[src/rtl/fat16rs_pkg.sv]
`timescale 1ns / 1ps
// ----------------------------------------------------------------------------
// fat16rs_pkg
// Shared types and constants for the FAT16 file read sequencer.
// ----------------------------------------------------------------------------
package fat16rs_pkg;

  localparam int SECTOR_BYTES = 512;
  localparam int SECTOR_SHIFT = $clog2(SECTOR_BYTES);
  localparam int COPY_W       = SECTOR_SHIFT + 1;
  localparam logic [15:0] EOC_MIN = 16'hFFF8;
  localparam logic [31:0] FIRST_DATA_CLUSTER = 32'd2;

  typedef enum logic [1:0] {
    PH_IDLE = 2'd0,
    PH_DATA = 2'd1,
    PH_FAT  = 2'd2
  } phase_t;

  typedef enum logic [1:0] {
    OP_START     = 2'd0,
    OP_DATA_DONE = 2'd1,
    OP_FAT_WORD  = 2'd2
  } op_t;

  typedef enum logic [1:0] {
    KIND_DATA = 2'd0,
    KIND_FAT  = 2'd1,
    KIND_OK   = 2'd2,
    KIND_ERR  = 2'd3
  } kind_t;

  typedef enum logic [2:0] {
    REG_FAT_START   = 3'd0,
    REG_DATA_START  = 3'd1,
    REG_SPC         = 3'd2,
    REG_START_CLUS  = 3'd3,
    REG_FILE_LEN    = 3'd4,
    REG_BUF_CAP     = 3'd5,
    REG_IS_DIR      = 3'd6
  } reg_idx_t;

  typedef struct packed {
    logic [31:0] fat_base_lba;
    logic [31:0] data_base_lba;
    logic [7:0]  clus_sectors;
    logic [15:0] start_cluster;
    logic [31:0] file_length;
    logic [31:0] buffer_capacity;
    logic        entry_is_directory;
  } cfg_t;

  typedef struct packed {
    logic [1:0]              kind;
    logic [31:0]             sector_lba;
    logic [COPY_W-1:0]       copy_bytes;
    logic [31:0]             buffer_offset;
    logic [SECTOR_SHIFT-1:0] fat_word_offset;
    logic [31:0]             total_bytes;
  } res_t;

endpackage

[src/rtl/fat16rs_engine.sv]
`timescale 1ns / 1ps
// ----------------------------------------------------------------------------
// fat16rs_engine
// Walk state and combinational next-step logic for one event.
// ----------------------------------------------------------------------------
module fat16rs_engine (
  input  logic                clk,
  input  logic                rst,
  input  logic                go,
  input  logic [1:0]          op,
  input  logic                failed,
  input  logic [15:0]         fat_value,
  input  fat16rs_pkg::cfg_t   cfg,
  output logic                res_valid,
  output fat16rs_pkg::res_t   res
);

  fat16rs_pkg::phase_t phase, phase_next;
  logic [15:0] current_cluster, current_cluster_next;
  logic [7:0]  sector_in_cluster, sector_in_cluster_next;
  logic [31:0] bytes_delivered, bytes_delivered_next;
  logic [31:0] read_length, read_length_next;
  logic [fat16rs_pkg::COPY_W-1:0] pending_copy, pending_copy_next;
  logic [31:0] cluster_base_lba, cluster_base_lba_next;

  // walk path (start or FAT word)
  logic [15:0] w_cluster;
  logic [31:0] w_bytes, w_len, w_diff, w_base, len_min;
  logic [39:0] w_prod;
  logic        w_done;
  // data-done path
  logic [31:0] d_bytes;
  logic [7:0]  d_sec;
  logic        d_more;
  // data request
  logic [31:0] is_base, is_bytes, is_len, is_rem;
  logic [7:0]  is_sec;
  logic [fat16rs_pkg::COPY_W-1:0] is_copy;
  // FAT request
  logic [15:0] f_cluster;
  logic [16:0] f_off;
  logic [31:0] f_lba;
  logic        is_data_op;
  logic        do_walk, do_data, do_fat, do_err, do_ok;

  assign is_data_op = (op == fat16rs_pkg::OP_DATA_DONE);

  assign len_min   = (cfg.file_length > cfg.buffer_capacity) ?
                     cfg.buffer_capacity : cfg.file_length;
  assign w_cluster = (op == fat16rs_pkg::OP_START) ? cfg.start_cluster : fat_value;
  assign w_bytes   = (op == fat16rs_pkg::OP_START) ? 32'd0 : bytes_delivered;
  assign w_len     = (op == fat16rs_pkg::OP_START) ? len_min : read_length;
  assign w_diff    = {16'd0, w_cluster} - fat16rs_pkg::FIRST_DATA_CLUSTER;
  assign w_prod    = {8'd0, w_diff} * {32'd0, cfg.clus_sectors};
  assign w_base    = cfg.data_base_lba + w_prod[31:0];
  assign w_done    = (w_cluster == 16'd0) || (w_cluster >= fat16rs_pkg::EOC_MIN) ||
                     (w_bytes >= w_len);

  assign d_bytes = bytes_delivered + {{(32-fat16rs_pkg::COPY_W){1'b0}}, pending_copy};
  assign d_sec   = sector_in_cluster + 8'd1;
  assign d_more  = (d_sec < cfg.clus_sectors) && (d_bytes < read_length);

  assign is_base  = is_data_op ? cluster_base_lba : w_base;
  assign is_sec   = is_data_op ? d_sec : 8'd0;
  assign is_bytes = is_data_op ? d_bytes : w_bytes;
  assign is_len   = is_data_op ? read_length : w_len;
  assign is_rem   = is_len - is_bytes;
  assign is_copy  = (is_rem < 32'(fat16rs_pkg::SECTOR_BYTES)) ?
                    is_rem[fat16rs_pkg::COPY_W-1:0] :
                    fat16rs_pkg::COPY_W'(fat16rs_pkg::SECTOR_BYTES);

  // byte offset of the next-cluster word: cluster * 2
  assign f_cluster = is_data_op ? current_cluster : w_cluster;
  assign f_off     = {f_cluster, 1'b0};
  assign f_lba     = cfg.fat_base_lba + 32'(f_off >> fat16rs_pkg::SECTOR_SHIFT);

  always_comb begin
    phase_next             = phase;
    current_cluster_next   = current_cluster;
    sector_in_cluster_next = sector_in_cluster;
    bytes_delivered_next   = bytes_delivered;
    read_length_next       = read_length;
    pending_copy_next      = pending_copy;
    cluster_base_lba_next  = cluster_base_lba;
    do_walk = 1'b0;
    do_data = 1'b0;
    do_fat  = 1'b0;
    do_err  = 1'b0;
    do_ok   = 1'b0;
    res_valid = 1'b0;
    res       = '0;

    unique case (op)
      fat16rs_pkg::OP_START: begin
        if (go && phase == fat16rs_pkg::PH_IDLE) begin
          if (cfg.entry_is_directory) begin
            do_err = 1'b1;
          end else begin
            read_length_next     = len_min;
            bytes_delivered_next = 32'd0;
            current_cluster_next = cfg.start_cluster;
            do_walk = 1'b1;
          end
        end
      end
      fat16rs_pkg::OP_DATA_DONE: begin
        if (go && phase == fat16rs_pkg::PH_DATA) begin
          if (failed) begin
            do_err = 1'b1;
          end else begin
            bytes_delivered_next   = d_bytes;
            pending_copy_next      = '0;
            sector_in_cluster_next = d_sec;
            if (d_more) do_data = 1'b1;
            else        do_fat  = 1'b1;
          end
        end
      end
      fat16rs_pkg::OP_FAT_WORD: begin
        if (go && phase == fat16rs_pkg::PH_FAT) begin
          if (failed) begin
            do_err = 1'b1;
          end else begin
            current_cluster_next = fat_value;
            do_walk = 1'b1;
          end
        end
      end
      default: ;
    endcase

    if (do_walk) begin
      if (w_done) begin
        do_ok = 1'b1;
      end else begin
        cluster_base_lba_next  = w_base;
        sector_in_cluster_next = 8'd0;
        if (cfg.clus_sectors == 8'd0) do_fat  = 1'b1;
        else                          do_data = 1'b1;
      end
    end

    if (do_err) begin
      res_valid  = 1'b1;
      res.kind   = fat16rs_pkg::KIND_ERR;
      phase_next = fat16rs_pkg::PH_IDLE;
    end else if (do_ok) begin
      res_valid       = 1'b1;
      res.kind        = fat16rs_pkg::KIND_OK;
      res.total_bytes = w_bytes;
      phase_next      = fat16rs_pkg::PH_IDLE;
    end else if (do_data) begin
      res_valid         = 1'b1;
      res.kind          = fat16rs_pkg::KIND_DATA;
      res.sector_lba    = is_base + {24'd0, is_sec};
      res.copy_bytes    = is_copy;
      res.buffer_offset = is_bytes;
      pending_copy_next = is_copy;
      phase_next        = fat16rs_pkg::PH_DATA;
    end else if (do_fat) begin
      res_valid           = 1'b1;
      res.kind            = fat16rs_pkg::KIND_FAT;
      res.sector_lba      = f_lba;
      res.fat_word_offset = f_off[fat16rs_pkg::SECTOR_SHIFT-1:0];
      phase_next          = fat16rs_pkg::PH_FAT;
    end
  end

  always_ff @(posedge clk) begin
    if (rst) begin
      phase <= fat16rs_pkg::PH_IDLE;
    end else begin
      phase <= phase_next;
    end
  end

  // walk payload; only read after a start has loaded it
  always_ff @(posedge clk) begin
    current_cluster   <= current_cluster_next;
    sector_in_cluster <= sector_in_cluster_next;
    bytes_delivered   <= bytes_delivered_next;
    read_length       <= read_length_next;
    pending_copy      <= pending_copy_next;
    cluster_base_lba  <= cluster_base_lba_next;
  end

endmodule

[src/rtl/fat16rs_out_reg.sv]
`timescale 1ns / 1ps
// ----------------------------------------------------------------------------
// fat16rs_out_reg
// Result register; holds a transaction until the receiver takes it.
// ----------------------------------------------------------------------------
module fat16rs_out_reg (
  input  logic              clk,
  input  logic              rst,
  input  logic              in_valid,
  input  fat16rs_pkg::res_t in_res,
  output logic              load_ok,
  output logic              out_valid,
  input  logic              out_stall,
  output fat16rs_pkg::res_t out_res
);

  assign load_ok = !out_valid || !out_stall;

  always_ff @(posedge clk) begin
    if (rst) begin
      out_valid <= 1'b0;
    end else if (load_ok) begin
      out_valid <= in_valid;
    end
  end

  always_ff @(posedge clk) begin
    if (load_ok && in_valid) begin
      out_res <= in_res;
    end
  end

endmodule

[src/rtl/fat16_file_read_sequencer_core.sv]
`timescale 1ns / 1ps
// ----------------------------------------------------------------------------
// fat16_file_read_sequencer_core
// Walks the FAT16 cluster chain of one file and issues sector requests.
// ----------------------------------------------------------------------------
// Usage:
//  - Program the seven setup registers over the cfg port (index = register
//    number, cfg_ready is always high) while no event is in flight.
//  - Events enter on event_valid/event_stall: operation 0 starts a read,
//    1 reports a finished data sector read, 2 returns the next-cluster FAT
//    word. read_failed flags a failed sector read behind the event.
//  - Each event gives at most one result transaction on result_valid/
//    result_stall: read a data sector, read a FAT sector, finished ok or
//    finished with error. Events that do not fit the current phase are
//    consumed silently.
//  - Path: an accepted event passes the input register, then the step
//    logic with its 32x8 cluster-to-LBA multiply feeding the result
//    register, which drives result_valid.
//  - Throughput: one event per cycle while the receiver keeps up.
//  - Receiver stall: the result register holds its transaction; the input
//    register takes one more event if it is empty, then event_stall rises.
//  - Reset: synchronous, active high. Walk goes idle, pipeline empties and
//    the setup registers return to their defaults (one sector per cluster,
//    everything else zero).
// ----------------------------------------------------------------------------
module fat16_file_read_sequencer_core (
  input  logic        clk,
  input  logic        rst,
  // event channel
  input  logic        event_valid,
  output logic        event_stall,
  input  logic [1:0]  operation,
  input  logic        read_failed,
  input  logic [15:0] fat_value,
  // result channel
  output logic        result_valid,
  input  logic        result_stall,
  output logic [1:0]  kind,
  output logic [31:0] sector_lba,
  output logic [fat16rs_pkg::COPY_W-1:0]       copy_bytes,
  output logic [31:0] buffer_offset,
  output logic [fat16rs_pkg::SECTOR_SHIFT-1:0] fat_word_offset,
  output logic [31:0] total_bytes,
  // setup register write channel
  input  logic        cfg_valid,
  output logic        cfg_ready,
  input  logic [2:0]  cfg_index,
  input  logic [31:0] cfg_data
);

  fat16rs_pkg::cfg_t cfg;
  fat16rs_pkg::res_t eng_res, out_res;
  logic              eng_valid;
  logic              load_ok;

  // input register
  logic        ev_valid;
  logic [1:0]  ev_op;
  logic        ev_failed;
  logic [15:0] ev_fat;
  logic        ev_take;

  assign cfg_ready = 1'b1;

  // setup registers
  always_ff @(posedge clk) begin
    if (rst) begin
      cfg.fat_base_lba        <= 32'd0;
      cfg.data_base_lba       <= 32'd0;
      cfg.clus_sectors        <= 8'd1;
      cfg.start_cluster       <= 16'd0;
      cfg.file_length         <= 32'd0;
      cfg.buffer_capacity     <= 32'd0;
      cfg.entry_is_directory  <= 1'b0;
    end else if (cfg_valid && cfg_ready) begin
      unique case (cfg_index)
        fat16rs_pkg::REG_FAT_START:  cfg.fat_base_lba        <= cfg_data;
        fat16rs_pkg::REG_DATA_START: cfg.data_base_lba       <= cfg_data;
        fat16rs_pkg::REG_SPC:        cfg.clus_sectors        <= cfg_data[7:0];
        fat16rs_pkg::REG_START_CLUS: cfg.start_cluster       <= cfg_data[15:0];
        fat16rs_pkg::REG_FILE_LEN:   cfg.file_length         <= cfg_data;
        fat16rs_pkg::REG_BUF_CAP:    cfg.buffer_capacity     <= cfg_data;
        fat16rs_pkg::REG_IS_DIR:     cfg.entry_is_directory  <= cfg_data[0];
        default: ;
      endcase
    end
  end

  // the held event moves into the step logic whenever the result register
  // can take what it produces
  assign ev_take     = ev_valid && load_ok;
  assign event_stall = ev_valid && !load_ok;

  always_ff @(posedge clk) begin
    if (rst) begin
      ev_valid <= 1'b0;
    end else if (!event_stall) begin
      ev_valid <= event_valid;
    end
  end

  always_ff @(posedge clk) begin
    if (event_valid && !event_stall) begin
      ev_op     <= operation;
      ev_failed <= read_failed;
      ev_fat    <= fat_value;
    end
  end

  fat16rs_engine u_engine (
    .clk       (clk),
    .rst       (rst),
    .go        (ev_take),
    .op        (ev_op),
    .failed    (ev_failed),
    .fat_value (ev_fat),
    .cfg       (cfg),
    .res_valid (eng_valid),
    .res       (eng_res)
  );

  fat16rs_out_reg u_out_reg (
    .clk       (clk),
    .rst       (rst),
    .in_valid  (eng_valid),
    .in_res    (eng_res),
    .load_ok   (load_ok),
    .out_valid (result_valid),
    .out_stall (result_stall),
    .out_res   (out_res)
  );

  assign kind            = out_res.kind;
  assign sector_lba      = out_res.sector_lba;
  assign copy_bytes      = out_res.copy_bytes;
  assign buffer_offset   = out_res.buffer_offset;
  assign fat_word_offset = out_res.fat_word_offset;
  assign total_bytes     = out_res.total_bytes;

endmodule

[config.mk]
export PLATFORM = sky130hd
export DESIGN_NAME = fat16_file_read_sequencer_core
export DESIGN_NICKNAME = d
export VERILOG_FILES = /design/src/rtl/fat16rs_pkg.sv /design/src/rtl/fat16rs_engine.sv /design/src/rtl/fat16rs_out_reg.sv /design/src/rtl/fat16_file_read_sequencer_core.sv
export SDC_FILE = /design/constraint.sdc
export NUM_CORES = 2
export LEC_CHECK = 0
export BUFFER_PORTS_ARGS = -buffer_cell sky130_fd_sc_hd__buf_4
export CORE_MARGIN = 4
export CORE_UTILIZATION = 59
export CTS_BUF_LIST = sky130_fd_sc_hd__clkbuf_4 sky130_fd_sc_hd__clkbuf_8
export DETAILED_ROUTE_END_ITERATION = 12
export PLACE_DENSITY = 0.78
export SLEW_MARGIN = 20
export SYNTH_ARGS = -nofsm -noshare
export SYNTH_HDL_FRONTEND = slang
export SYNTH_SLANG_ARGS = --single-unit
[constraint.sdc]
create_clock -name clk -period 10.2 [get_ports clk]
set_input_delay 2.55 -clock clk [delete_from_list [all_inputs] [get_ports clk]]
set_output_delay 2.55 -clock clk [all_outputs]
set_load 0.02 [all_outputs]
* Word level (Yosys, flattened, before mapping)
Cells that the tools add are included.
** Word-level totals
- Logic and storage cells :: 171
- Register bits after elaboration :: 423
- Bits in writable memories :: 0
- Bits in read-only memories :: 0
- Memories :: 0
- Output and inout bits :: 120
- Latch bits :: 0
- Bits of input ports :: 59
** Cells by class
- Equal/unequal tests :: 16
- Muxes and demuxes :: 67
- Div/mod/pow operators :: 0
- Bitwise logic cells :: 5
- $add $sub $neg :: 7
- Multipliers :: 1
- Reductions and logical operators :: 41
- Shift operators :: 0
- Magnitude comparators :: 6
** Operators with widths (number)
- two-way mux 32 bit :: 10
- two-way mux 16 bit :: 6
- two-way mux 10 bit :: 7
- two-way mux 33 bit :: 2
- adder 32 x 8 -> 32 bit :: 2
- one-hot mux 32 bit (2 select lines) :: 1
- two-way mux 8 bit :: 6
- adder 32 x 10 -> 32 bit :: 1
- adder 32 bit :: 1
- greater-or-equal comparator 32 bit :: 1
- greater-than comparator 32 bit :: 1
- < comparator 32 x 10 -> 1 bit (second input constant) :: 1
- < comparator 32 bit :: 1
- multiplier 32 x 8 -> 32 bit :: 1
- two-way mux 1 bit :: 32
- one-hot mux 16 bit (2 select lines) :: 1
- subtractor 32 bit :: 1
- subtractor 16 x 2 -> 17 bit (second input constant) :: 1
- greater-or-equal comparator 16 bit (second input constant) :: 1
- zero test 16 bit :: 1
- AND reduction 2 bit :: 8
- != test 2 bit (second input constant) :: 5
- AND reduction 5 bit :: 2
- == test 3 bit (second input constant) :: 3
- other kinds (21) :: 47

* Depth between registers and ports, before layout
- Depth in word-level cells :: 15
- Depth in mapped cells :: 37

* By module
A second synthesis with hierarchy kept.
** Second synthesis, totals
- Cell total of the unflattened synthesis :: 3349
- Area, all modules :: 31968.2 um^2
** Modules (own cells, without submodules)
- fat16rs_engine :: area each 21723.3 um^2, times used 1, cells an instance 2659
- fat16_file_read_sequencer_core :: area each 6692.7 um^2, times used 1, cells an instance 568
- fat16rs_out_reg :: area each 3552.2 um^2, times used 1, cells an instance 122

* Worst setup path after synthesis
No wires, ideal clock.
- Path kind :: reg2reg
- From :: register ev_op[0]
- To :: register u_out_reg.out_res[113] (netlist name)
- Clock period less this slack :: 9267 ps
- Buffers on the path :: 3
- Required time :: 10042 ps
- Stages on the path, launching flop included :: 27
- Setup slack :: 933 ps
- Data arrival time :: 9109 ps
- Path through :: edfxtp_1 > inv_1 > ha_1 > buf_6 > mux2_2 > or3_1 > or2_2 > clkbuf_1 > nor3_1 > fa_1 > fa_1 > fa_1 > inv_1 > fa_1 > inv_1 > ha_1 > clkbuf_1 > a21oi_1 > o21ai_1 > a311oi_1 > o21ai_1 > a2111o_1 > o211ai_1 > a41oi_1 > or2_2 > or4_1 > o211ai_1
** RTL lines
- start, declared :: RTL line fat16_file_read_sequencer_core.sv:58 : logic [1:0] ev_op;
- start signal, assigned :: RTL line fat16_file_read_sequencer_core.sv:104 : ev_op <= operation;
- zero test 2 bit :: RTL line fat16rs_engine.sv:50 : assign w_cluster = (op == fat16rs_pkg::OP_START) ? cfg.start_cluster : fat_value;
- two-way mux 16 bit :: RTL line fat16rs_engine.sv:50
- subtractor 16 x 2 -> 17 bit :: RTL line fat16rs_engine.sv:53 : assign w_diff = {16'd0, w_cluster} - fat16rs_pkg::FIRST_DATA_CLUSTER;
- multiplier 32 x 8 -> 32 bit :: RTL line fat16rs_engine.sv:54 : assign w_prod = {8'd0, w_diff} * {32'd0, cfg.clus_sectors};
- adder 32 bit :: RTL line fat16rs_engine.sv:55 : assign w_base = cfg.data_base_lba + w_prod[31:0];
- net u_engine.w_base[28] :: RTL line fat16rs_engine.sv:28 : logic [31:0] w_bytes, w_len, w_diff, w_base, len_min;
- two-way mux 32 bit :: RTL line fat16rs_engine.sv:63 : assign is_base = is_data_op ? cluster_base_lba : w_base;
- adder 32 x 8 -> 32 bit :: RTL line fat16rs_engine.sv:155 : res.sector_lba = is_base + {24'd0, is_sec};
- two-way mux 33 bit :: RTL line fat16rs_engine.sv:152 : end else if (do_data) begin
The timed path passes the listed nets, and every way through them passes these cells.
A chain may end at the register's enable or synchronous reset.

* Worst setup path in the final report
- From :: register ev_op[0]
- To :: register u_out_reg.out_res[111] (netlist name)
** On the way
- Word-level cells in the longest chain between the ends :: 9
** Ends and longest elaborated chain
- branches (longest 9 deep; another with multiplier 32 x 8 -> 32 bit)
Parallel ways; which one is timed is not known.

==> qor_table.md <==
| Result | This run | Unit |
| --- | --- | --- |
| Share of flip-flops with an asynchronous set or reset after synthesis | 0 | % |
| Total routed wirelength | 93300 | µm |
| P&R area growth vs syn | 11.3 | % |
| Parity-gate share of the synthesized area counting xor and xnor cells | 4.37 | % |
| Antenna-violating nets left | 0 | - |
| Start point of the worst hold path | cfg[90]$_SDFFE_PP0P_ | - |
| Number of nets in the finished design | 4043 | - |
| Final count of negative-setup-slack endpoints | 0 | - |
| Endpoint of the worst-slack reg-to-reg timing path | u_out_reg.out_res[111]$_SDFFCE_PP0P_ | - |
| R2R setup slack | 910 | ps |
| Global Route Usage Sum | 32.7 | % |
| Combinational cell fraction of total power | 19.8 | % |
| Fraction of layout instances using a drive strength above 1 | 11.6 | % |
| First-pass DRT Iterations | 5 | - |
| Number of buffers on the longest clock path | 3 | - |
| Portion of netlist area occupied by mux cells | 3.30 | % |
| Switching component of the power | 0.00140 | W |
| Maximum resistive drop on vdd | 95.3 | µV |
| Cell at the root of the clock tree | clkbuf_8 | - |
| Die area | 0.0569 | mm² |
| Largest clock skew in the final design | 50.3 | ps |
| Post-Syn Nets | 3913 | - |
| Sum of net half-perimeters after detailed placement | 69900 | µm |
| Status | completed | - |
| Placeable core region | 0.0527 | mm² |
| Cell types occupying the most area after synthesis | edfxtp_1, dfxtp_1, fa_1, ha_1, nand2_1 | - |
| Synth Area in Simple Gates | 18.4 | % |
| Die Span X | 239 | µm |
| Residual DRC count | 0 | - |
| Number of vias per cell after detailed routing | 6.01 | - |
| Tightest Hold Check Type | reg -> reg | - |
| Post-CTS Repair Setup Buffers | 0 | - |
| Post-CTS Resized | 0 | - |
| Number of H-tree levels | 3 | - |
| Max-capacitance violation count | 0 | - |
| Power share of the clock group | 38.6 | % |
| Data required, critical path | 10720 | ps |
| Arrival time reported for the critical path endpoint | 9810 | ps |
| Final RePlAce weighted congestion | 0.979 | - |
| Cell accounting for the most synthesized area | edfxtp_1 | - |
| Wire length per cell after detailed routing | 21.4 | µm |
| I/O pin total | 179 | - |
| TritonCTS clock tree | done | - |
| Yosys warns | 0 | - |
| Cell count of the worst hold path | 2 | - |
| GRT overflow | 0 | - |
| Pleak | 15.1 | nW |
| Library cell contributing the largest single delay on the critical path | xnor2_1 | - |
| Effective utilization at floorplan | 59.6 | % |
| Antenna violations before repair | 1 | - |
| Filler Cells Inserted | 4316 | - |
| Transition time at the pin with the least slew margin | 1030 | ps |
| Initial detailed-routing violation count | 2351 | - |
| Placement-stage worst setup slack | 1080 | ps |
| Final Worst Setup Slack | 914 | ps |
| Share of the yosys chip area belonging to registers | 34.8 | % |
| Delay of the slowest cell on the worst path | 590 | ps |
| Type of destination of the critical path | flop | - |
| Number of buffers created by CTS | 76 | - |
| Switching fraction of total power | 30.9 | % |
| Int Power | 0.00312 | W |
| Unique cell type count in the Yosys netlist | 96 | - |
| Hold buffer count at cts | 0 | - |
| First-pass GRT wire length | 146000 | µm |
| Count of final hold-check violations | 0 | - |
| Dominant combinational cell family by area after synthesis | adder cells | - |
| Fraction of the mapped netlist area in compound gates | 13.8 | % |
| Cell area after synthesis | 0.0314 | mm² |
| Worst hold margin | 454 | ps |
| Setup repair after global routing missed its margin | false | - |
| Port Buffers | 176 | - |
| Highest net fanout along the worst path | 34 | - |
| Flip-flop and latch count after synthesis | 422 | - |
| Post-synthesis adder-cell area fraction | 18.9 | % |
| Period Utilization, post-route | 91.0 | % |
| Number of enable flip-flop cells after synthesis | 247 | - |
| Clock sink count | 422 | - |
| Power density over the cells | 130 | mW/mm² |
| Setup crit start kind | flop | - |
| Proportion of netlist area held by the largest area contributor | 23.6 | % |
| Startpoint of the lowest-slack register-to-register path | ev_op[0]$_DFFE_PP_ | - |
| Depth of the worst register-to-register path | 30 | - |
| Setup_tns | 0 | ps |
| Antenna diode count | 0 | - |
| Clock transition at path regs | 70 | ps |
| Final period demand of the worst path | 9290 | ps |
| Most frequently used flop master after synthesis | edfxtp_1 | - |
| Kind of critical path | reg -> reg | - |
| FP Rows | 84 | - |
| Latest clock arrival within the worst-skew pair | 710 | ps |
| Average footprint of a synthesized cell | 9.02 | µm² |
| Upper clock frequency limit | 0.108 | GHz |
| Chip Height | 239 | µm |
| Max_slew headroom | 31.1 | % |
| Sequential share of power | 41.6 | % |
| Pin count of the biggest net entering global routing | 97 | - |
| Total count of max-transition violations in the final report | 0 | - |
| Post-synthesis instance total | 3479 | - |
| Vias in the first global route | 25509 | - |
| Via Count | 26177 | - |
| Hold worst-path end | cfg[90]$_SDFFE_PP0P_ | - |
synthesized netlist by cell type, drive strengths merged, types with 23 or more instances:
| cell | instances |
|---|---|
| a21o | 59 |
| edfxtp | 247 |
| mux2i | 58 |
| nand2b | 37 |
| nor2b | 43 |
| nand2 | 534 |
| nand4 | 53 |
| ha | 208 |
| mux2 | 40 |
| fa | 167 |
| and2 | 142 |
| xnor2 | 94 |
| nand3 | 57 |
| and3 | 35 |
| buf | 27 |
| clkbuf | 128 |
| o211ai | 23 |
| o21ai | 128 |
| a21oi | 308 |
| inv | 367 |
| nor3 | 44 |
| dfxtp | 175 |
| xor2 | 60 |
| nor2 | 175 |
| o21a | 24 |
through the flow:
step                      instance area [µm²]  std cells  util, %  total power, W
after floorplan                         31400       3479        -         0.00252
after global placement                  33300       4219     63.2         0.00277
after detailed placement                33300       4219     63.2         0.00279
after CTS                               34900       4357     66.3         0.00452
after global routing                    34900       4357     66.3         0.00471
final                                   34900       4357     66.3         0.00452
worst max-delay path: cells and delay by family (launching register included):
| kind | cells | cell delay [ps] |
|---|---|---|
| and+or+nand+nor | 10 | 2770 |
| muxes | 1 | 250 |
| AOI/OAI and AO/OA | 5 | 1300 |
| xor gates and xnor gates | 2 | 780 |
| adders and majority gates | 7 | 3030 |
| DFF | 1 | 450 |
| buffers and inverters | 5 | 520 |
layer usage:
| metal | share of wire [%] | vias up | track usage, % |
|---|---|---|---|
| met4 | 4.0 | 2 | 13.2 |
| met2 | 45 | 1320 | 51.1 |
| met3 | 10 | 215 | 7.68 |
| met1 | 41 | 12506 | 44.1 |
| met5 | 0.027 | - | 0 |
| li1 | - | 12134 | - |
layout by cell type, fill, tap and decap left out, types with 10 or more instances in the layout:
| cell | instances |
|---|---|
| nand4_1 | 53 |
| nand2_1 | 533 |
| mux2_2 | 40 |
| nor3_1 | 40 |
| o211ai_1 | 23 |
| inv_1 | 365 |
| and2_1 | 141 |
| edfxtp_1 | 247 |
| nor2b_1 | 41 |
| clkbuf_4 | 17 |
| xnor2_1 | 94 |
| o21ai_0 | 121 |
| clkinv_2 | 11 |
| mux2i_1 | 57 |
| a21o_1 | 59 |
| clkbuf_8 | 87 |
| a21oi_1 | 306 |
| a211oi_1 | 18 |
| nand3_1 | 56 |
| xor2_1 | 60 |
| or3_1 | 10 |
| ha_1 | 206 |
| and3_1 | 35 |
| nor2_1 | 172 |
| and4_1 | 10 |
| dfxtp_1 | 175 |
| buf_4 | 207 |
| o21a_1 | 24 |
| fa_1 | 167 |
| o22ai_1 | 18 |
| nand2b_1 | 37 |
| nor3b_1 | 21 |
worst max path at each step:
stage	start	endpoint	slack (ps)	cells after the start
2_1_floorplan	ev_op[0]$_DFFE_PP_	u_out_reg.out_res[113]$_SDFFCE_PP0P_	930	26
5_1_grt	ev_op[0]$_DFFE_PP_	u_out_reg.out_res[111]$_SDFFCE_PP0P_	410	30
3_3_place_gp	ev_op[0]$_DFFE_PP_	u_out_reg.out_res[111]$_SDFFCE_PP0P_	1280	29
4_1_cts	ev_op[0]$_DFFE_PP_	u_out_reg.out_res[111]$_SDFFCE_PP0P_	1020	30
3_5_place_dp	ev_op[0]$_DFFE_PP_	u_out_reg.out_res[111]$_SDFFCE_PP0P_	1080	30
6_report	ev_op[0]$_DFFE_PP_	u_out_reg.out_res[111]$_SDFFCE_PP0P_	910	30
layout make-up:
type | count | area [µm²] | share of cell area (%)
clock buffers | 104 | 1330 | 3.79
clock inverters | 34 | 302 | 0.864
inverters | 367 | 1380 | 3.95
multi-input cells | 2535 | 18600 | 53.2
flip-flops and latches | 422 | 10900 | 31.3
well taps | 688 | 861 | 2.47
repair buffers | 207 | 1550 | 4.45
sequential cells by signal (all words and copies together) (netlist names):
name	flops
cfg	153
u_out_reg.out_res	116
u_engine.bytes_delivered	32
u_engine.cluster_base_lba	32
u_engine.read_length	32
ev_fat	16
u_engine.current_cluster	16
u_engine.pending_copy	10
u_engine.sector_in_cluster	8
ev_op	2
u_engine.phase	2
ev_failed	1
ev_valid	1
u_out_reg.out_valid	1
power groups by stage:
| stage | clock network (W) | logic (W) | registers, W |
|---|---|---|---|
| 6_report | 0.00175 | 0.000894 | 0.00188 |
| 3_5_place_dp | 0 | 0.000869 | 0.00192 |
| 4_1_cts | 0.00176 | 0.000876 | 0.00188 |
| 2_1_floorplan | 0 | 0.000605 | 0.00192 |
| 5_1_grt | 0.00185 | 0.000975 | 0.00188 |
| 3_3_place_gp | 0 | 0.000859 | 0.00192 |
cell families after synthesis:
family | after synthesis
xor gates and xnor gates | 155
adders and majority gates | 375
muxes | 98
AOI/OAI and AO/OA | 702
DFF | 422
and+or+nand+nor | 1203
other | 2
buffers and inverters | 522
No activity file was read; power rests on OpenSTA's default activity.
